File: src/rtl/sgfb_ram.sv
module sgfb_ram #(
    parameter int WIDTH = 8,
    parameter int DEPTH = 16
) (
    input  logic                                       aclk,
    input  logic                                       wr_en,
    input  logic [((DEPTH > 1) ? $clog2(DEPTH) : 1)-1:0] wr_addr,
    input  logic [WIDTH-1:0]                           wr_data,
    input  logic [((DEPTH > 1) ? $clog2(DEPTH) : 1)-1:0] rd_addr,
    output logic [WIDTH-1:0]                           rd_data
);

    logic [WIDTH-1:0] mem_reg [DEPTH];

    // Single write port, registered read port; a read of the entry being
    // written returns the old contents.
    always_ff @(posedge aclk) begin
        if (wr_en) begin
            mem_reg[wr_addr] <= wr_data;
        end
        rd_data <= mem_reg[rd_addr];
    end

endmodule

File: config.mk
export PLATFORM = sky130hd
export DESIGN_NAME = sgfb_ram
export DESIGN_NICKNAME = d
export VERILOG_FILES = /design/src/rtl/sgfb_ram.sv
export SDC_FILE = /design/constraint.sdc
export NUM_CORES = 1
export LEC_CHECK = 0
export ABC_AREA = 1
export BUFFER_PORTS_ARGS = -buffer_cell sky130_fd_sc_hd__buf_2
export CAP_MARGIN = 20
export CORE_ASPECT_RATIO = 1.4
export CORE_MARGIN = 4
export CORE_UTILIZATION = 40
export DETAILED_ROUTE_END_ITERATION = 8
export MAX_ROUTING_LAYER = met4
export PLACE_DENSITY = 0.67
export SETUP_SLACK_MARGIN = 0.2
export SYNTH_ARGS = -nofsm -noshare
export SYNTH_HDL_FRONTEND = slang
export SYNTH_SLANG_ARGS = --single-unit
File: constraint.sdc
create_clock -name aclk -period 1.3 [get_ports aclk]
set_clock_uncertainty 0.05 [all_clocks]
set_input_delay 0.13 -clock aclk [delete_from_list [all_inputs] [get_ports aclk]]
set_output_delay 0.13 -clock aclk [all_outputs]
set_load 0.005 [all_outputs]
; ---- After elaboration in Yosys (flattened, before gate mapping)
; Memory sizes are Yosys's and may differ from the RTL's. A register that Yosys moved wholly into a read port is not among the register bits.
; Cells that the tools add are included.
[word_totals]
register_bits = 0
latchBits = 0
ramBits = 128
romBits = 0
inputBits = 18
output_inout_bits = 8
wordCells = 3
n_memories = 1
[op_classes]
add_sub_neg = 0
multipliers = 0
div_mod_pow = 0
n_lt_le_gt_ge = 0
n_eq_ne = 0
shifts = 0
n_mux = 2
n_bitwise = 0
n_reduce_logical = 0
[mem_list]
columns = memory, words, word_bits, rd, rd_ports_with_merged_regs, write_ports, line
row1 = mem_reg, 16, 8, 1, 1, 1, 13  ; logic [WIDTH-1:0] mem_reg [DEPTH];
[op_table]
columns = operator, n
row1 = 1-bit 2-to-1 mux, 2

; ---- Logic depth before layout (Yosys ltp)
; Gate-level depths: netlist of run 1.
[depth]
ltp_word = 2
depth_mapped = 8

; ---- Worst setup path before layout of run 1
; OpenSTA, ideal clock, no wires.
[synth_timing]
kind = input -> register
from = in wr_addr[2] (netlist bit)
to = mem mem_reg[10][0] (enable)
setup_ns = 0.370
t_arrival_ns = 0.711
required_time_ns = 0.880
slack_ns = 0.169
stages = 2
n_path_buf = 0
path_cell_list = nand3b_1 > nor2_1
[synth_rtl]
columns = item, line
row1 = "start, declared", 7  ; input logic [((DEPTH > 1) ? $clog2(DEPTH) : 1)-1:0] wr_addr,
row2 = "end, declared", 13
; Straight into the memory's write port.

; ---- Worst setup path in the final report of run 1
[layout_timing]
from = reg rd_data[1] (read register of mem_reg)
to = out rd_data[1]
[layout_rtl]
columns = item, line
row1 = "start, declared", 10  ; output logic [WIDTH-1:0] rd_data
; No word-level cell between the ends.

==> results of run 1 <==
-- tightest hold or removal path, cell delays in order --
cell     delay (ns)
buf_2          0.18
nand3_1        0.11
nand2_1        0.04
-- what timing repair did --
item                       4_1_cts  5_1_grt
resized for setup                2       11
setup endpoints to repair        2        8
setup buffers                    0        0
-- cell families (layout without fill, tap and decap cells) --
kind of cell,after synthesis,count (layout),share of synthesized area (%)
simple gates,289,289,21.0
buf+inv,126,188,9.52
flops,136,136,69.4
-- cells in the final DEF (no fill, tap or decap) --
cell	synthesis	final
nand3b_1	2	2
dfxtp_2	0	3
dfxtp_1	8	5
inv_6	0	1
clkinvlp_4	0	1
clkinv_4	0	1
nand3_2	0	10
clkbuf_16	0	17
nor2_1	17	17
buf_12	0	7
nand2_1	173	173
nand3_1	97	87
buf_4	4	22
edfxtp_1	128	128
inv_1	100	100
clkinv_1	0	5
bufinv_16	0	7
inv_2	2	2
buf_2	13	25
-- metrics by stage --
stage          std cells  util [%]
2_1_floorplan        551         -
3_3_place_gp         766      44.6
3_5_place_dp         766      44.6
4_1_cts              798      49.5
5_1_grt              798      49.8
6_report             798      49.8
-- routing by layer --
| layer | GRT usage, % | up-vias |
|---|---|---|
| met5 | - | - |
| met4 | 9.17 | 0 |
| met3 | 3.45 | 24 |
| met2 | 31.2 | 105 |
| met1 | 18.8 | 1810 |
| li1 | - | 1871 |
-- final timing paths --
kind	to	slack [ns]	depth (start not counted)
worst max-delay path	rd_data[1]	0.22	1
worst min-delay path	rd_data[0]	0.05	3
worst max register to register	rd_data[2]	0.24	6
worst min register to register	rd_data[6]	0.62	6
-- synth_stat cells --
cell | instances | share of area [%]
dfxtp_1 | 8 | 2.8
buf_2 | 13 | 1.1
nand3_1 | 97 | 8.4
inv_1 | 100 | 6.5
buf_1 | 1 | 0.065
nand2_1 | 173 | 11
nand3b_1 | 2 | 0.26
buf_4 | 4 | 0.52
buf_6 | 6 | 1.2
edfxtp_1 | 128 | 67
inv_2 | 2 | 0.13
nor2_1 | 17 | 1.1
-- power by group --
| group | internal, W | leakage [nW] | switching, W |
|---|---|---|---|
| registers | 0.00491 | 1.22 | 0.0000368 |
| clock network | 0.00376 | 0.325 | 0.00170 |
| logic | 0.000219 | 1.49 | 0.000432 |
-- layout make-up --
cell class / count / area (um^2)
Clock buffer: 17 / 425
Inverter: 102 / 383
Fill cell: 1233 / 7040
Timing Repair Buffer: 54 / 430
Sequential cell: 136 / 4010
Multi-Input combinational cell: 289 / 1260
Tap cell: 185 / 231
Clock inverter: 15 / 254
==> out/results.tsv, run 1 <==
metric	value	unit
Clk Latency, worst-skew pair	0.41	ns
hold buffer count at cts	0	
met2 WL post-DR	7160	um
Setup crit end kind	output pin	
final slew viol count	0	
fmax	0.924	GHz
WL/cell	16.4	um
Die X	109	um
initial antenna violation count	0	
total congestion overflow	0	
largest net degree at the start of global routing	33	
DRT met1 WL	4740	um
Initial Util	41.1	%
P per Cell Area	1580	mW/mm^2
Largest delay share family, worst path	flip-flops	
CP Buf/Inv Count	1	
RSZ-0062 raised after global routing	true	
DRC viols	0	
ant diodes	0	
Peak VDD IR	0.000944	V
post-synthesis sequential area ratio	69.4	%
Final Power	0.0111	W
post-route cell area	0.00700	mm^2
HPWL Detailed	8700	um
die area	0.0164	mm^2
YS warnings	0	
CTS sink count	136	
Hold Violations, Final	0	
critical path class	flop to output pin	
vias in the first global route	3812	
worst-margin pin slew	0.384	ns
Max Used Layer	met4	
crit path max fanout	1	
PortBufs	25	
vias per inst	4.77	
Total Nets Final	618	
Crit-path slowest cell	dfxtp_1	
Yosys cell types	12	
hold path start	rd_addr[3]	
dpl cell area	0.00626	mm^2
Initial DRC Count	296	
drt total wl	13100	um
All-Layer GR Usage	17.8	%
WP data arrival	0.90	ns
Pleak	3.04	nW
Setup WS pre-CTS	0.0331	ns
status	complete, no violations	
area delta synth->final	21.3	%
Site Rows	51	
Mapped Area	0.00577	mm^2
Top-Level Pins	26	
min Tclk post-route	1.08	ns
Mapped Nets	569	
Reg clk slew, reported paths	0.06	ns
period utilisation layout	83.3	%
CTS tree	built	
worst endpoint required time	1.12	ns
max reg flops	128	
Detailed Routing Iterations Pass 1	4	
routed vias	3810	
Die Span Y	150	um
final setup fails	0	
Critical Path Start	rd_data[1]	
first-pass GRT wire length	20600	um
Post-Synthesis Cells	551	
RR Startpoint	mem_reg[3][2]	
Worst path max stage delay	0.36	ns
syn avg cell area	10.5	um^2
Worst Hold Margin	0.0485	ns
Root Driver	clkbuf_16	
Slew HR	74.4	%
Yosys reg bits	136	
Final Worst Setup Slack	0.218	ns
share of post-route cells with drive strength above 1	15.7	%
routability cong.	0.901	
core area	0.0140	mm^2
H-tree Lvls	4	
Worst Setup Start Kind	flop	
ANT nets after route	0	
CTS Buf Count	17	
clock buffer depth	2	
met3 wire length	600	um
aggregate negative setup slack	0	ns
max-cap violations	0	
CP cell instances	buf_2	
Hold Crit Class	input port to flop	
(Power assumes the default switching activity.)
==> run 2, diff against run 1 <==
==> constraint.sdc (replaced) <==
create_clock -name aclk -period 1.1 [get_ports aclk]
set_clock_uncertainty 0.05 [all_clocks]
set_input_delay 0.11 -clock aclk [delete_from_list [all_inputs] [get_ports aclk]]
set_output_delay 0.11 -clock aclk [all_outputs]
set_load 0.005 [all_outputs]
==> run 2 against run 1 <==
- sequential cell count stayed put
- critical endpoint is now rd_data[7]
- largest power group is now sequential cells
- combinational power is 36% higher
- critical path depth is 5 higher
==> out/results.tsv, run 2 (synthesis gave the netlist of run 1 again) <==
metric	value	unit
Multi-input gate area	0.00152	mm^2
WL/cell	16.1	um
Root Driver	clkbuf_16	
P per Cell Area	1680	mW/mm^2
Worst Setup EP	rd_data[7]	
reg2reg setup slack	0.06	ns
CTS sink count	136	
HPWL Detailed	8310	um
Top-Level Pins	26	
Slew HR	73.4	%
DRC viols	0	
post-route cell area	0.00723	mm^2
hold buffer count at cts	0	
Total Nets Final	619	
Detailed Routing Iterations Pass 1	4	
grt met1 use	19.0	%
die area	0.0164	mm^2
Die Span Y	150	um
fillcell total	1179	
max-cap violations	0	
register area	0.00401	mm^2
RR Startpoint	mem_reg[1][7]	
clock buffer depth	2	
period utilisation layout	94.3	%
All-Layer GR Usage	17.3	%
CTS tree	built	
setup bufs post-CTS	0	
Setup crit end kind	flop	
routed vias	3843	
Worst Setup Start Kind	flop	
Clock power frac	44.6	%
Reg-to-Reg End	rd_data[7]	
Critical Path Start	mem_reg[1][7]	
worst endpoint required time	1.35	ns
Sw Share	24.8	%
RSZ-0062 raised after global routing	true	
largest net degree at the start of global routing	39	
H-tree Lvls	4	
dpl cell area	0.00643	mm^2
Clk Latency, worst-skew pair	0.42	ns
total congestion overflow	0	
cell internal pwr	0.00912	W
first-pass GRT wire length	20100	um
worst-margin pin slew	0.398	ns
final slew viol count	0	
sequential share of power	48.1	%
Die X	109	um
Reg clk slew, reported paths	0.07	ns
fmax	0.964	GHz
Peak VDD IR	0.00130	V
hold path start	wr_data[3]	
initial antenna violation count	0	
Initial Util	41.1	%
GR Util met2	29.4	%
PortBufs	25	
Site Rows	51	
Initial DRC Count	282	
Worst Hold Margin	0.0588	ns
most common cell after layout, fill and taps aside	nand2_1	
most frequent cells in the layout	161 x nand2_1, 128 x edfxtp_1, 99 x inv_1	
ant diodes	0	
drt total wl	12900	um
global routing usage on met3	3.84	%
FF-to-FF path depth	6	
CTS Buf Count	17	
ANT nets after route	0	
Hold Crit Class	input port to flop	
critical path class	flop to flop	
Pleak	3.08	nW
final setup fails	0	
min Tclk post-route	1.04	ns
power share of the combinational group	7.3	%
core area	0.0140	mm^2
area delta synth->final	25.3	%
Hold Violations, Final	0	
max reg flops	128	
vias per inst	4.81	
WP data arrival	1.29	ns
busiest grt layer	met2	
status	complete, no violations	
share of post-route cells with drive strength above 1	25.9	%
vias in the first global route	3799	
routability cong.	0.933	
sw power	0.00300	W
crit path max fanout	1	
## run 2: repair_timing
action | 4_1_cts | 5_1_grt
resized for setup | 35 | 15
hold endpoints to repair | 0 | 0
setup endpoints to repair | 16 | 16
pin swaps | 25 | 12
## run 2: layout make-up
| type | instances | share of cell area, % |
|---|---|---|
| Sequential cell | 136 | 55.4 |
| Tap cell | 185 | 3.20 |
| Inverter | 102 | 5.30 |
| Clock buffer | 17 | 5.89 |
| Multi-Input combinational cell | 289 | 21.0 |
| Timing Repair Buffer | 55 | 7.10 |
| Clock inverter | 15 | 2.04 |
## run 2: power groups by stage
stage | Clock, W | Combinational (W) | Sequential, W
after floorplan | 0 | 0.000436 | 0.00593
after global placement | 0 | 0.000790 | 0.00593
after detailed placement | 0 | 0.000805 | 0.00593
after CTS | 0.00547 | 0.000865 | 0.00582
after global routing | 0.00576 | 0.000962 | 0.00583
final | 0.00541 | 0.000885 | 0.00582
## run 2: critical path, cell delays in order, from the launching register on
cell	delay, ns
edfxtp_1	0.37
inv_1	0.06
nand2_1	0.05
nand3_1	0.10
nand3_2	0.12
nand3_2	0.12
nand2_1	0.07
## run 2: per-layer routing
metal / wire length (um) / part of all wire, % / vias to the layer above
met1: 4860 / 38 / 1831
li1: - / - / 1873
met3: 608 / 4.7 / 26
met5: 0 / 0 / -
met2: 6950 / 54 / 113
met4: 473 / 3.7 / 0
## run 2: how the worst min path moves through the flow
stage / end / slack (ns) / cells past startpoint
3_5_place_dp: rd_data[4] / 0.44 / 1
4_1_cts: mem_reg[7][1] / 0.06 / 1
6_report: mem_reg[6][3] / 0.06 / 1
3_3_place_gp: rd_data[3] / 0.45 / 1
2_1_floorplan: mem_reg[0][0] / 0.16 / 0
5_1_grt: mem_reg[0][0] / 0.06 / 1
## run 2: metrics by stage
stage | cells | power, W | setup slack [ns] | util, % | TNS (ns)
finish | 799 | 0.0121 | 0.0626 | 51.5 | 0
global route | 799 | 0.0126 | 0.00452 | 51.5 | 0
CTS | 799 | 0.0122 | 0.0812 | 51.1 | 0
detailed placement | 767 | 0.00674 | -0.218 | 45.8 | -13.03
global placement | 767 | 0.00672 | -0.227 | 45.8 | -11.05
floorplan | 551 | 0.00637 | 0.0664 | - | 0
