`src/rtl/sgfb_pkg.sv`:
```
package sgfb_pkg;

    // Channel count and the address width of the per-channel state memory.
    localparam int CHANNELS = 64;
    localparam int CH_AW    = (CHANNELS > 1) ? $clog2(CHANNELS) : 1;

    // Field widths.
    localparam int CHAN_W     = 6;
    localparam int SAMPLE_W   = 24;
    localparam int OUT_W      = 26;
    localparam int C1_W       = 18;
    localparam int C2_W       = 17;
    localparam int RL_W       = 3;
    localparam int CFG_IDX_W  = 2;
    localparam int CFG_DATA_W = 18;

    // Datapath widths: products of an 18-bit signed coefficient and a 24-bit sample,
    // and the sum of the sample and two rounded products.
    localparam int PROD_W = C1_W + SAMPLE_W;
    localparam int FRAC_W = 16;
    localparam int RND_W  = PROD_W - FRAC_W;
    localparam int SUM_W  = OUT_W + 2;

    localparam logic signed [PROD_W-1:0] ROUND_HALF = PROD_W'(1 << (FRAC_W - 1));
    localparam logic signed [SUM_W-1:0]  SUM_MAX    = SUM_W'((1 << (OUT_W - 1)) - 1);
    localparam logic signed [SUM_W-1:0]  SUM_MIN    = -SUM_MAX - SUM_W'(1);

    // Configuration register indexes.
    localparam logic [CFG_IDX_W-1:0] REG_COEF_PREV1        = 2'd0;
    localparam logic [CFG_IDX_W-1:0] REG_COEF_PREV2        = 2'd1;
    localparam logic [CFG_IDX_W-1:0] REG_REFRACTORY_LENGTH = 2'd2;

    // Configuration reset values.
    localparam logic [C1_W-1:0] COEF_PREV1_RST        = C1_W'(-128600);
    localparam logic [C2_W-1:0] COEF_PREV2_RST        = C2_W'(63065);
    localparam logic [RL_W-1:0] REFRACTORY_LENGTH_RST = RL_W'(4);

    // Commands.
    localparam logic CMD_SAMPLE = 1'b0;
    localparam logic CMD_SPIKE  = 1'b1;

    // Result queue.
    localparam int FIFO_DEPTH = 4;
    localparam int FIFO_AW    = $clog2(FIFO_DEPTH);
    localparam int FIFO_CW    = $clog2(FIFO_DEPTH + 1);

    // One entry of the per-channel state memory.
    typedef struct packed {
        logic [SAMPLE_W-1:0] prev1;
        logic [SAMPLE_W-1:0] prev2;
        logic [RL_W-1:0]     count;
    } chan_state_t;

    localparam int STATE_W = $bits(chan_state_t);

    // Item handed from the state update stage to the arithmetic stages.
    typedef struct packed {
        logic                valid;
        logic [CHAN_W-1:0]   channel;
        logic                gate;
        logic [SAMPLE_W-1:0] sample;
        logic [SAMPLE_W-1:0] prev1;
        logic [SAMPLE_W-1:0] prev2;
    } mac_in_t;

    // One result item.
    typedef struct packed {
        logic [CHAN_W-1:0] channel;
        logic [OUT_W-1:0]  value;
    } result_t;

endpackage

```
`src/rtl/sgfb_mac.sv`:
```
module sgfb_mac (
    input  logic                                aclk,
    input  logic                                aresetn,
    input  sgfb_pkg::mac_in_t                   in_item,
    input  logic [sgfb_pkg::C1_W-1:0]           coef_prev1,
    input  logic [sgfb_pkg::C2_W-1:0]           coef_prev2,
    output logic                                res_valid,
    output sgfb_pkg::result_t                   res
);
    import sgfb_pkg::*;

    logic                       valid_reg;
    logic [CHAN_W-1:0]          channel_reg;
    logic                       gate_reg;
    logic signed [SAMPLE_W-1:0] sample_reg;
    logic signed [PROD_W-1:0]   prod1_reg;
    logic signed [PROD_W-1:0]   prod2_reg;
    logic signed [PROD_W-1:0]   prod1_next;
    logic signed [PROD_W-1:0]   prod2_next;
    logic signed [PROD_W-1:0]   prod1_rnd;
    logic signed [PROD_W-1:0]   prod2_rnd;
    logic signed [RND_W-1:0]    term1;
    logic signed [RND_W-1:0]    term2;
    logic signed [SUM_W-1:0]    sum;
    logic signed [SUM_W-1:0]    sat;

    // One multiplier per tap; the coefficient of the older tap is unsigned.
    // The product takes its full width from the left-hand side.
    assign prod1_next = $signed(coef_prev1) * $signed(in_item.prev1);
    assign prod2_next = $signed({1'b0, coef_prev2}) * $signed(in_item.prev2);

    // Product register stage.
    always_ff @(posedge aclk) begin
        if (!aresetn) begin
            valid_reg <= 1'b0;
        end else begin
            valid_reg <= in_item.valid;
        end
        channel_reg <= in_item.channel;
        gate_reg    <= in_item.gate;
        sample_reg  <= $signed(in_item.sample);
        prod1_reg   <= prod1_next;
        prod2_reg   <= prod2_next;
    end

    // Round each product to nearest (ties upward), then sum and saturate.
    assign prod1_rnd = prod1_reg + ROUND_HALF;
    assign prod2_rnd = prod2_reg + ROUND_HALF;
    assign term1     = prod1_rnd[PROD_W-1:FRAC_W];
    assign term2     = prod2_rnd[PROD_W-1:FRAC_W];
    assign sum       = SUM_W'(sample_reg) + SUM_W'(term1) + SUM_W'(term2);

    always_comb begin
        if (sum > SUM_MAX) begin
            sat = SUM_MAX;
        end else if (sum < SUM_MIN) begin
            sat = SUM_MIN;
        end else begin
            sat = sum;
        end
    end

    // The output is forced to zero while the channel is refractory.
    assign res_valid   = valid_reg;
    assign res.channel = channel_reg;
    assign res.value   = gate_reg ? '0 : sat[OUT_W-1:0];

endmodule

```
`config.mk`:
```
export PLATFORM = sky130hd
export DESIGN_NAME = sgfb_mac
export DESIGN_NICKNAME = d
export VERILOG_FILES = /design/src/rtl/sgfb_pkg.sv /design/src/rtl/sgfb_mac.sv
export SDC_FILE = /design/constraint.sdc
export NUM_CORES = 2
export LEC_CHECK = 0
export BUFFER_PORTS_ARGS = -buffer_cell sky130_fd_sc_hd__buf_2
export CAP_MARGIN = 20
export CORE_ASPECT_RATIO = 0.75
export CORE_MARGIN = 2
export CORE_UTILIZATION = 35
export DETAILED_ROUTE_END_ITERATION = 7
export PLACE_DENSITY = 0.56
export SYNTH_ARGS = -nofsm -noshare
export SYNTH_HDL_FRONTEND = slang
export SYNTH_SLANG_ARGS = --single-unit
```
`constraint.sdc`:
```
create_clock -name aclk -period 7.62 [get_ports aclk]
set_input_delay 1.524 -clock aclk [delete_from_list [all_inputs] [get_ports aclk]]
set_output_delay 1.524 -clock aclk [all_outputs]
set_load 0.03 [all_outputs]
```
# == Yosys cells after proc, flatten, opt, wreduce, memory -nomap -nowiden ==
# Index checks and enable logic that the tools add are counted.
# classes
n_reduce_logical,0
n_bitwise,0
shifts,0
magnitude_cmp,2
n_addsub,4
div,0
multipliers,2
n_mux,3
eq_ne,0
# op_table
op,count
adder 42 x 17 -> 42 bit (second input constant),2
multiplier 18 x 24 -> 42 bit,2
two-way mux 26 bit,3
adder 27 x 26 -> 28 bit,1
> comparator 28 x 26 -> 1 bit (second input constant),1
less-than comparator 28 x 26 -> 1 bit (second input constant),1
adder 24 x 26 -> 27 bit,1
# totals
romBits,0
input_bits,117
memories,0
output_inout_bits,33
register_bits,116
latchBits,0
ram_bits,0

# == Depth between registers and ports, before layout ==
# logic_depth
ltp_word,7
mapped_depth,25
depth_no_buf,24

# == Least setup slack after synthesis ==
# No wires, ideal clock.
# synth_timing
kind,input to register
start,in in_item[38] (netlist bit)
end,reg prod1_reg[38]
cell_stages,25
setup_ns,0.072
arrival_ns,7.461
slack_ns,0.087
path_cell_list,clkbuf_1 clkbuf_1 nand2_1 fa_1 inv_1 fa_1 inv_1 fa_1 inv_1 fa_1 fa_1 inv_1 fa_1 inv_1 ha_1 and3_1 a221oi_1 o21ai_0 a21oi_1 a21oi_1 o311ai_0 and2_1 o21ai_0 a21oi_1 xnor2_1
# synth_via
elab_chain_len,1
# synth_lines
item,line,text
"start, declared",sgfb_mac.sv:4,"input sgfb_pkg::mac_in_t in_item,"
multiplier 18 x 24 -> 42 bit,sgfb_mac.sv:29,assign prod1_next = $signed(coef_prev1) * $signed(in_item.prev1);
net prod1_next[38],sgfb_mac.sv:18,logic signed [PROD_W-1:0] prod1_next;
"end signal, assigned",sgfb_mac.sv:42,prod1_reg <= prod1_next;
"end, declared",sgfb_mac.sv:16,logic signed [PROD_W-1:0] prod1_reg;
# The timed path passes the listed nets, and every way through them passes these cells.
# A chain may end at the register's enable or synchronous reset.

# == Worst setup path in the final report ==
# layout_timing
start,in coef_prev2[6] (netlist bit)
end,reg prod2_reg[40]
# layout_via
elab_chain_len,1
# layout_lines
item,line,text
"start, declared",sgfb_mac.sv:6,"input logic [sgfb_pkg::C2_W-1:0] coef_prev2,"
multiplier 18 x 24 -> 42 bit,sgfb_mac.sv:30,"assign prod2_next = $signed({1'b0, coef_prev2}) * $signed(in_item.prev2);"
net prod2_next[40],sgfb_mac.sv:19,logic signed [PROD_W-1:0] prod2_next;
"end signal, assigned",sgfb_mac.sv:43,prod2_reg <= prod2_next;
"end, declared",sgfb_mac.sv:17,logic signed [PROD_W-1:0] prod2_reg;
# The timed path passes the listed nets, and every way through them passes these cells.

==> flow_summary.ini <==
[run_status]
status = finished clean

[detailed_routing]
drc = 0
vias_per_cell = 4.638
drtIter0Drc = 1728
dr_total_vias = 24370
ant_nets = 0
wl_um = 92490
routedWlPerCell_um = 17.60
drt-pass1-iter-count = 5

[logic_synthesis]
syn-num-nets = 4957
synth_async_sr_flop_share_pct = 0
syn-cell-area_sq_um = 33760
synth_cells = 3763
yosysWarnings = 0
synth-seq-cells = 86
syn_avg_cell_area_sq_um = 8.971
synth_edf_count = 0
synth.distinct_cells = 73
synth-main-ff-cell = dfxtp_1
yosysSeqAreaShare_pct = 5.100

[global_routing]
grt_busiest_layer = met1
grt_pass1_vias = 25790
grt_pass1_wl_um = 148600
grtUsageMet3_pct = 5.271
track_usage_pct = 19.28
grt_use_met2_pct = 26.44
met1_usage_pct = 30.83
grt_max_degree = 26
antenna_found_initial = 2
gr-total-overflow = 0

[timing]
period_minus_slack_ps = 7310
relSlewSlack_pct = 55.98
rsz0062_at_grt = yes
hold-worst-slack_ps = 1265
fin_ws_ps = 309.5
finalHoldViolCount = 0
maxSlewViolCount = 0
post-route-period-util_pct = 95.94
max_freq_mhz = 136.8
worst_pin_slew_ps = 660.3
finalSetupViolations = 0

[placement]
gp_congestion = 0.9270
dp_hpwl_um = 81590
portBuffers = 149
dp_slack_ps = -380.6

[clocking]
cts_tree = built
cts_setup_buffers = 0
cts_buffers = 9
cts_root_buf = clkbuf_16
clk_path_buf_depth = 2
h-tree-depth = 3
cts_hold_buf = 0
cts.sinks = 86
clkTransAtPathRegs_ps = 70

[floorplanning]
core_area_sq_um = 95400
die-height_um = 273.0
pin_count = 150
die_area_sq_um = 98970
die_w_um = 362.6
start_util_pct = 35.39
num_rows = 98

[cells_and_area]
fin_nets = 5192
drive_above_1_share_pct = 10.42
fill_cells = 9687
most-common-layout-cells = inv_1, fa_1, nand2_1, and2_1, ha_1
area_growth_pct = 11.21
final_common_cell = inv_1

[worst_setup_path]
setup.worst_path.end_class = register
path_class = in2reg
path_max_fanout = 15
cp.arrival_ps = 7540
critPathLaunchType = primary input
critPathRequiredTime_ps = 7850

[job]
drv_cap = 0

[worst_hold_path]
worst_hold_path_type = in2reg
## area by class of cell
class	count	area [sq um]	share of cell area [%]
timing repair buffer	365	2417	6.440
sequential	86	1722	4.586
tap	1250	1564	4.166
clock inverter	7	80.08	0.2133
antenna	2	5.005	0.01333
multi-input combinational	2505	27660	73.67
inverter	1031	3870	10.31
clock buffer	9	225.2	0.6000
## worst paths after layout
check           from       endpoint  slack (ps)  depth (start not counted)
max    coef_prev2[6]  prod2_reg[40]         310                         24
min      in_item[56]  sample_reg[8]        1270                          1
## critical path: stages
cell and delay, ps:
buf_2 330, nand2_1 140, fa_1 550, inv_1 50, fa_1 470, inv_1 50
fa_1 490, inv_1 50, fa_1 500, fa_1 510, inv_1 50, fa_1 480
inv_1 50, ha_1 330, a21oi_1 130, o21ai_0 140, a221o_1 390, nor2_1 100
buf_4 140, nand3_1 140, nand3_1 230, a211o_1 220, nand2_1 110, o311ai_2 350
## per-stage QoR
| stage | setup TNS (ps) | area [sq um] | util [%] | cells |
|---|---|---|---|---|
| 6_report | 0 | 37540 | 39.35 | 5255 |
| 5_1_grt | -4.323 | 37540 | 39.35 | 5255 |
| 4_1_cts | 0 | 37480 | 39.29 | 5252 |
| 3_5_place_dp | -1066 | 37180 | 38.97 | 5236 |
| 3_3_place_gp | -518.0 | 37180 | 38.97 | 5236 |
| 2_1_floorplan | 0 | 33760 | - | 3763 |
## Yosys cell counts (all sizes together), types with 5 or more instances
cell | count | area (sq um)
inv | 1030 | 3866
fa | 850 | 17020
nand2 | 577 | 2166
and2 | 295 | 1847
ha | 227 | 2840
clkbuf | 136 | 511.7
dfxtp | 86 | 1722
xnor2 | 73 | 639.4
a21oi | 67 | 335.3
nor2 | 65 | 244.0
xor2 | 60 | 525.5
o21ai | 51 | 266.5
nand3 | 34 | 170.2
a21o | 24 | 183.9
o21a | 17 | 127.6
and3 | 16 | 100.1
nand4 | 15 | 93.84
nor3 | 14 | 75.07
a211oi | 10 | 80.07
nand2b | 10 | 62.56
nor2b | 10 | 62.56
a31oi | 6 | 37.54
buf | 6 | 46.29
o21bai | 6 | 45.04
o31ai | 6 | 50.05
and4 | 5 | 45.04
o211ai | 5 | 42.54
or2 | 5 | 31.28
or3 | 5 | 31.28
## layer usage
| metal | part of all wire, % | vias to the layer above | wire length [um] |
|---|---|---|---|
| li1 | - | 11290 | - |
| met1 | 51 | 12280 | 47300 |
| met2 | 39 | 767 | 35620 |
| met3 | 9.7 | 29 | 9017 |
| met4 | 0.61 | 0 | 561 |
| met5 | 0 | - | 0 |
## logic make-up (layout without fill, tap and decap cells)
logic type / Yosys count / after routing / share of synthesized area [%]
buffers and inverters: 1173 / 1412 / 13.12
adder cells (fa/ha/maj): 1077 / 1077 / 58.82
AND/OR/NAND/NOR: 1065 / 1066 / 14.96
AO/OA/AOI/OAI: 229 / 229 / 4.548
XOR/XNOR: 133 / 133 / 3.451
flip-flops: 86 / 86 / 5.100
other: 0 / 2 / 0
## repair_timing
action | in CTS | in global routing
endpoints found under the setup margin | 1 | 30
cloned | 0 | 1
pin swaps | 0 | 1
gates resized for setup | 1 | 12
hold endpoints to repair | 0 | 0
Power is left out: the tool's default activity adds up to more than one toggle a clock period on the data nets, which glitch-free logic cannot reach.
