<file path="config.mk">
export PLATFORM = sky130hd
export DESIGN_NAME = sgfb_out_fifo
export DESIGN_NICKNAME = d
export VERILOG_FILES = /design/src/rtl/sgfb_pkg.sv /design/src/rtl/sgfb_out_fifo.sv
export SDC_FILE = /design/constraint.sdc
export NUM_CORES = 1
export LEC_CHECK = 0
export BUFFER_PORTS_ARGS = -buffer_cell sky130_fd_sc_hd__clkbuf_2
export CORE_ASPECT_RATIO = 1.25
export CORE_MARGIN = 3
export CORE_UTILIZATION = 51
export CTS_CLUSTER_SIZE = 28
export DETAILED_ROUTE_END_ITERATION = 10
export HOLD_SLACK_MARGIN = 0.12
export PLACE_DENSITY = 0.75
export SLEW_MARGIN = 20
export SYNTH_ARGS = -nofsm -noshare
export SYNTH_HDL_FRONTEND = slang
export SYNTH_SLANG_ARGS = --single-unit
</file>
<file path="constraint.sdc">
create_clock -name aclk -period 1.8 [get_ports aclk]
set_input_delay 0.09 -clock aclk [delete_from_list [all_inputs] [get_ports aclk]]
set_output_delay 0.09 -clock aclk [all_outputs]
set_load 0.02 [all_outputs]
</file>
<file path="src/rtl/sgfb_pkg.sv">
package sgfb_pkg;

    // Channel count and the address width of the per-channel state memory.
    localparam int CHANNELS = 64;
    localparam int CH_AW    = (CHANNELS > 1) ? $clog2(CHANNELS) : 1;

    // Field widths.
    localparam int CHAN_W     = 6;
    localparam int SAMPLE_W   = 24;
    localparam int OUT_W      = 26;
    localparam int C1_W       = 18;
    localparam int C2_W       = 17;
    localparam int RL_W       = 3;
    localparam int CFG_IDX_W  = 2;
    localparam int CFG_DATA_W = 18;

    // Datapath widths: products of an 18-bit signed coefficient and a 24-bit sample,
    // and the sum of the sample and two rounded products.
    localparam int PROD_W = C1_W + SAMPLE_W;
    localparam int FRAC_W = 16;
    localparam int RND_W  = PROD_W - FRAC_W;
    localparam int SUM_W  = OUT_W + 2;

    localparam logic signed [PROD_W-1:0] ROUND_HALF = PROD_W'(1 << (FRAC_W - 1));
    localparam logic signed [SUM_W-1:0]  SUM_MAX    = SUM_W'((1 << (OUT_W - 1)) - 1);
    localparam logic signed [SUM_W-1:0]  SUM_MIN    = -SUM_MAX - SUM_W'(1);

    // Configuration register indexes.
    localparam logic [CFG_IDX_W-1:0] REG_COEF_PREV1        = 2'd0;
    localparam logic [CFG_IDX_W-1:0] REG_COEF_PREV2        = 2'd1;
    localparam logic [CFG_IDX_W-1:0] REG_REFRACTORY_LENGTH = 2'd2;

    // Configuration reset values.
    localparam logic [C1_W-1:0] COEF_PREV1_RST        = C1_W'(-128600);
    localparam logic [C2_W-1:0] COEF_PREV2_RST        = C2_W'(63065);
    localparam logic [RL_W-1:0] REFRACTORY_LENGTH_RST = RL_W'(4);

    // Commands.
    localparam logic CMD_SAMPLE = 1'b0;
    localparam logic CMD_SPIKE  = 1'b1;

    // Result queue.
    localparam int FIFO_DEPTH = 4;
    localparam int FIFO_AW    = $clog2(FIFO_DEPTH);
    localparam int FIFO_CW    = $clog2(FIFO_DEPTH + 1);

    // One entry of the per-channel state memory.
    typedef struct packed {
        logic [SAMPLE_W-1:0] prev1;
        logic [SAMPLE_W-1:0] prev2;
        logic [RL_W-1:0]     count;
    } chan_state_t;

    localparam int STATE_W = $bits(chan_state_t);

    // Item handed from the state update stage to the arithmetic stages.
    typedef struct packed {
        logic                valid;
        logic [CHAN_W-1:0]   channel;
        logic                gate;
        logic [SAMPLE_W-1:0] sample;
        logic [SAMPLE_W-1:0] prev1;
        logic [SAMPLE_W-1:0] prev2;
    } mac_in_t;

    // One result item.
    typedef struct packed {
        logic [CHAN_W-1:0] channel;
        logic [OUT_W-1:0]  value;
    } result_t;

endpackage

</file>
<file path="src/rtl/sgfb_out_fifo.sv">
module sgfb_out_fifo (
    input  logic                              aclk,
    input  logic                              aresetn,
    input  logic                              push,
    input  sgfb_pkg::result_t                 push_data,
    input  logic                              pop_ready,
    output logic                              pop_valid,
    output sgfb_pkg::result_t                 pop_data,
    output logic [sgfb_pkg::FIFO_CW-1:0]      count
);
    import sgfb_pkg::*;

    result_t              mem_reg [FIFO_DEPTH];
    logic [FIFO_AW-1:0]   wr_ptr_reg;
    logic [FIFO_AW-1:0]   rd_ptr_reg;
    logic [FIFO_CW-1:0]   count_reg;
    logic [FIFO_CW-1:0]   count_next;
    logic                 pop;

    assign pop_valid = (count_reg != '0);
    assign pop_data  = mem_reg[rd_ptr_reg];
    assign pop       = pop_valid && pop_ready;
    assign count     = count_reg;

    // Occupancy follows pushes and pops; the upstream reserves room before an
    // item enters, so a push never meets a full queue.
    always_comb begin
        count_next = count_reg;
        if (push && !pop) begin
            count_next = count_reg + FIFO_CW'(1);
        end else if (pop && !push) begin
            count_next = count_reg - FIFO_CW'(1);
        end
    end

    always_ff @(posedge aclk) begin
        if (!aresetn) begin
            wr_ptr_reg <= '0;
            rd_ptr_reg <= '0;
            count_reg  <= '0;
        end else begin
            if (push) begin
                wr_ptr_reg <= wr_ptr_reg + FIFO_AW'(1);
            end
            if (pop) begin
                rd_ptr_reg <= rd_ptr_reg + FIFO_AW'(1);
            end
            count_reg <= count_next;
        end
    end

    // Result storage.
    always_ff @(posedge aclk) begin
        if (push) begin
            mem_reg[wr_ptr_reg] <= push_data;
        end
    end

endmodule

</file>
**Yosys cells after proc, flatten, opt, wreduce, memory -nomap -nowiden**

Memories as Yosys holds them, arrays and structs flattened. A register that Yosys moved wholly into a read port is not among the register bits.
Cells that the tools add are included.

- $add $sub $neg: 4
- Multiplexer cells: 6
- Reduce and logical (&&, ||, !) cells: 7

Operator list:

| kind | count |
|---|---|
| $mux 3 | 2 |
| $add 2x1->2 const B | 2 |
| $mux 2 | 2 |
| $add 3x1->3 const B | 1 |
| $logic_and 1x1->1 | 3 |
| $reduce_bool 3->1 | 1 |
| $sub 3x1->3 const B | 1 |
| $logic_not 1->1 | 2 |
| $mux 1 | 2 |
| $reduce_bool 2->1 | 1 |

- Register bits: 7
- Memory bits (writable): 128
- Input bits: 36
- Output and inout bits: 36
- Word-level logic and storage cells: 21
- Memories: 1

Memories:

| name | depth | width | rd ports | clocked after memory_dff | write ports | RTL line | RTL |
|---|---|---|---|---|---|---|---|
| mem_reg | 4 | 32 | 1 | 1 | 1 | sgfb_out_fifo.sv:13 | `result_t mem_reg [FIFO_DEPTH];` |

**Logic depth before layout (Yosys ltp)**

- Word-level depth: 5
- Gate-level depth with buffers: 7
- Mapped depth without buffers: 7

**Worst setup path after synthesis**

OpenSTA, ideal clock, no wires.

- Kind: reg2reg
- From: register count_reg[1], in the netlist count[1]
- To: register count_reg[2], in the netlist count[2]
- Library setup time: 76 ps
- Data arrival time: 1944 ps
- Required time: 1724 ps
- Setup slack: -219 ps
- Cell stages (with the launch flop): 8
- Buffers on the path: 0
- Period minus slack after synthesis: 2019 ps
- Cells stage by stage: dfxtp_1 -> o31ai_4 -> ha_1 -> inv_1 -> fa_1 -> xor2_1 -> or3_1 -> a21boi_0

- Word-level cells in the longest chain between the ends: 5
- Elaborated cells on any way between the ends: 10
- Classes of those cells: add/sub: 2; mux: 2; reduce/logical: 6

Ends and longest elaborated chain:

| item | RTL line | RTL |
|---|---|---|
| from (decl) | sgfb_out_fifo.sv:16 | `logic [FIFO_CW-1:0] count_reg;` |
| from (signal assigned) | sgfb_out_fifo.sv:48 | `count_reg <= count_next;` |
| parallel branches: the longest is 5 deep, another holds $sub 3x1->3 | - |  |

Several ways; the timed one is not identified. The select of a mux whose other input is x is not followed.
A chain may end at the register's enable or synchronous reset.

**Worst setup path in the final report**

Same ends and word-level chain as after synthesis.

==> flow_metrics.py <==
metrics = {
    "synth": {
        "ys_ff_latch": 137,
        "ys_seq_area_share_pct": 78.5,
        "synth_cells": 209,
        "synth_edf_count": 128,
        "synth_area_um2": 5130,
        "syn_nets": 251,
        "synth.area.top_cells": "edfxtp_1 75%, mux4_2 13%, dfxtp_1 3.5%",
        "syn_area_per_cell_um2": 24.5,
        "synth_cell_types": 20,
        "yosys_warnings": 0,
        "synthMostInstantiatedCell": "edfxtp_1",
        "synth-async-reset-ratio_pct": 0,
        "synth_top_area_share_pct": 75.0,
        "synth_ff_type": "edfxtp_1",
        "yosys.area.top_type": "edfxtp_1",
        "synthTopCellsByCount": "128 x edfxtp_1, 30 x mux4_2, 9 x and2_1, 9 x dfxtp_1, 5 x ha_1",
    },
    "global_route": {
        "grt_use_total_pct": 17.3,
        "gr-total-overflow": 0,
        "antenna_found_initial": 0,
        "grt_max_degree": 33,
        "grt_pass1_vias": 2740,
        "grt_pass1_wl_mm": 13.9,
    },
    "critical_path": {
        "startpoint_type": "register",
        "path_cells": "o31ai_4 -> ha_2 -> inv_2 -> fa_2 -> xor2_1 -> or3_1 -> a21boi_1",
        "critPathSlowestCell": "dfxtp_2",
        "crit_arrival_ns": 2.23,
        "worstPathMaxFanout": 2,
        "path_buf_inv": 1,
        "cp-end-kind": "register",
        "rr_endpoint": "count[2]",
        "critical_path_class": "register to register",
        "cpLargestDelayFamily": "adder cells",
        "r2r_start": "count[1]",
        "critPathMaxStageDelay_ns": 0.33,
        "reg2reg_depth": 7,
        "rrSetupSlack_ns": -0.1,
        "cp.required_ns": 2.13,
    },
    "placed_design": {
        "dpl-instance-area_um2": 5690,
        "gp_congestion": 0.673,
        "dp_hpwl_mm": 5.01,
        "port_buffers": 71,
        "place_ws_ns": -0.106,
    },
    "detailed_routing": {
        "vias": 2509,
        "first_pass_iters": 4,
        "vias_per_cell": 5.21,
        "drc": 0,
        "drtAntennaViolNets": 0,
        "routed_wl_mm": 9.02,
        "wl_per_cell_um": 18.7,
        "drt-initial-drc-count": 126,
    },
    "floorplan": {
        "die_width_um": 95.7,
        "core_area_um2": 9710,
        "start_util_pct": 52.8,
        "die_y_um": 118,
        "die_area_um2": 11300,
        "io_pins": 72,
        "row_count": 40,
    },
    "timing": {
        "rsz0062_at_grt": "yes",
        "hold_slack_ns": 0.138,
        "slew_viol_final": 0,
        "finalSetupViolCount": 6,
        "slew_headroom_pct": 42.4,
        "final.setup.worst_slack_ns": -0.0968,
        "setup_tns_ns": -0.129,
        "finalClockSkew_ns": 0.00801,
        "fin_crit_sh_pct": 105,
        "timing.fmax_mhz": 527,
        "period_needed_ns": 1.90,
        "worst_pin_slew_ns": 0.864,
        "finalHoldViolCount": 0,
    },
    "layout": {
        "syn_to_final_growth_pct": 32.7,
        "nNetsFinal": 385,
        "largest_reg_flops": 128,
        "fin_area_um2": 6800,
        "drive_above_1_share_pct": 44.1,
        "fin_util_pct": 70.1,
        "diodes": 0,
    },
    "pwr": {
        "p_leak_nw": 2.39,
        "peakVddDrop_v": 0.000934,
        "power_density_nw_per_um2": 1400,
    },
    "clocking": {
        "cts_tree": "done",
        "cts_max_path_buffers": 2,
        "root_buffer": "clkbuf_16",
        "clk_latency_ns": 0.41,
        "cts.sinks": 137,
        "cts_buffers": 17,
        "clk_pin_slew_ns": 0.05,
        "htree_levels": 4,
    },
    "hold_path": {
        "worstHoldStart": "pop_ready",
        "hold_path_class": "input port to register",
        "min_path_cells": 4,
    },
    "outcome": {
        "outcome": "complete, but fails checks",
        "violations": "setup timing",
    },
    "run": {
        "cap_violations": 0,
    },
}
-- cells by family (layout without fill, tap and decap cells) --
| kind of cell | Yosys count | in the layout | synth area share [%] |
|---|---|---|---|
| AOI/OAI and AO/OA | 4 | 4 | 0.976 |
| buffers and inverters | 10 | 157 | 1.90 |
| xor gates and xnor gates | 5 | 5 | 0.854 |
| DFF | 137 | 137 | 78.5 |
| muxes | 34 | 34 | 14.6 |
| adders and majority gates | 6 | 6 | 1.61 |
| and+or+nand+nor | 13 | 13 | 1.59 |
-- worst max path at each step --
| stage | startpoint | end | slack, ns | depth (start not counted) |
|---|---|---|---|---|
| after floorplan | count[2] | count[2] | -0.05 | 7 |
| after global placement | count[2] | count[2] | -0.03 | 7 |
| after CTS | count[1] | count[2] | -0.11 | 7 |
| after global routing | count[1] | count[2] | -0.19 | 7 |
| final | count[1] | count[2] | -0.1 | 7 |
| after detailed placement | count[2] | count[2] | -0.11 | 7 |
-- layout by cell type (no fill, tap or decap), types with 3 or more instances in the layout --
master           n
clkbuf_2        46
buf_4            6
dfxtp_1          4
dlygate4sd3_1   34
buf_6           21
dfxtp_4          3
clkinv_2         3
xnor2_1          3
buf_2            6
clkbuf_16       18
and2_1           5
clkbuf_1         9
ha_1             4
edfxtp_1       128
mux4_2          32
buf_12           7
-- metal layers --
layer	GRT usage, %	share of wire, %	up-vias
met4	8.63	2.3	0
met2	27.9	54	59
met3	5.63	3.6	16
met1	20.7	40	1287
met5	0	0	-
li1	-	-	1147
-- metrics by stage --
step | power, mW | std cells
after floorplan | 5.45 | 209
after global placement | 5.99 | 407
after detailed placement | 6.03 | 407
after CTS | 9.25 | 478
after global routing | 9.97 | 482
final | 9.55 | 482
-- report_power, final --
| group | switching [mW] | internal [mW] |
|---|---|---|
| sequential | 0.0943 | 3.71 |
| clock | 1.13 | 1.82 |
| combinational | 1.26 | 1.53 |
| total | 2.49 | 7.06 |
-- layout make-up --
type / instances / area (um^2)
inverters: 3 / 11.3
clock buffers: 28 / 487
multi-input cells: 62 / 1010
clock inverters: 4 / 22.5
flip-flops and latches: 137 / 4040
well taps: 126 / 158
fillers: 611 / 2910
repair buffers: 122 / 1070
-- worst reg2reg max path, delay by kind of cell (launching register included) --
| family | cells | cell delay, ns |
|---|---|---|
| DFF | 1 | 0.33 |
| buffers and inverters | 1 | 0.04 |
| AOI/OAI and AO/OA | 2 | 0.40 |
| and+or+nand+nor | 1 | 0.31 |
| adders and majority gates | 2 | 0.56 |
| xor gates and xnor gates | 1 | 0.18 |
-- repair_timing --
| item | 4_1_cts | 5_1_grt |
|---|---|---|
| setup endpoints to repair | 12 | 83 |
| endpoints found under the hold margin | 137 | 0 |
| buffers inserted | 4 | 3 |
| hold buffers | 34 | 0 |
| gates cloned | 1 | 1 |
| gates resized for setup | 4 | 68 |
| pin swaps | 2 | 1 |
No activity file was read; power rests on OpenSTA's default activity.
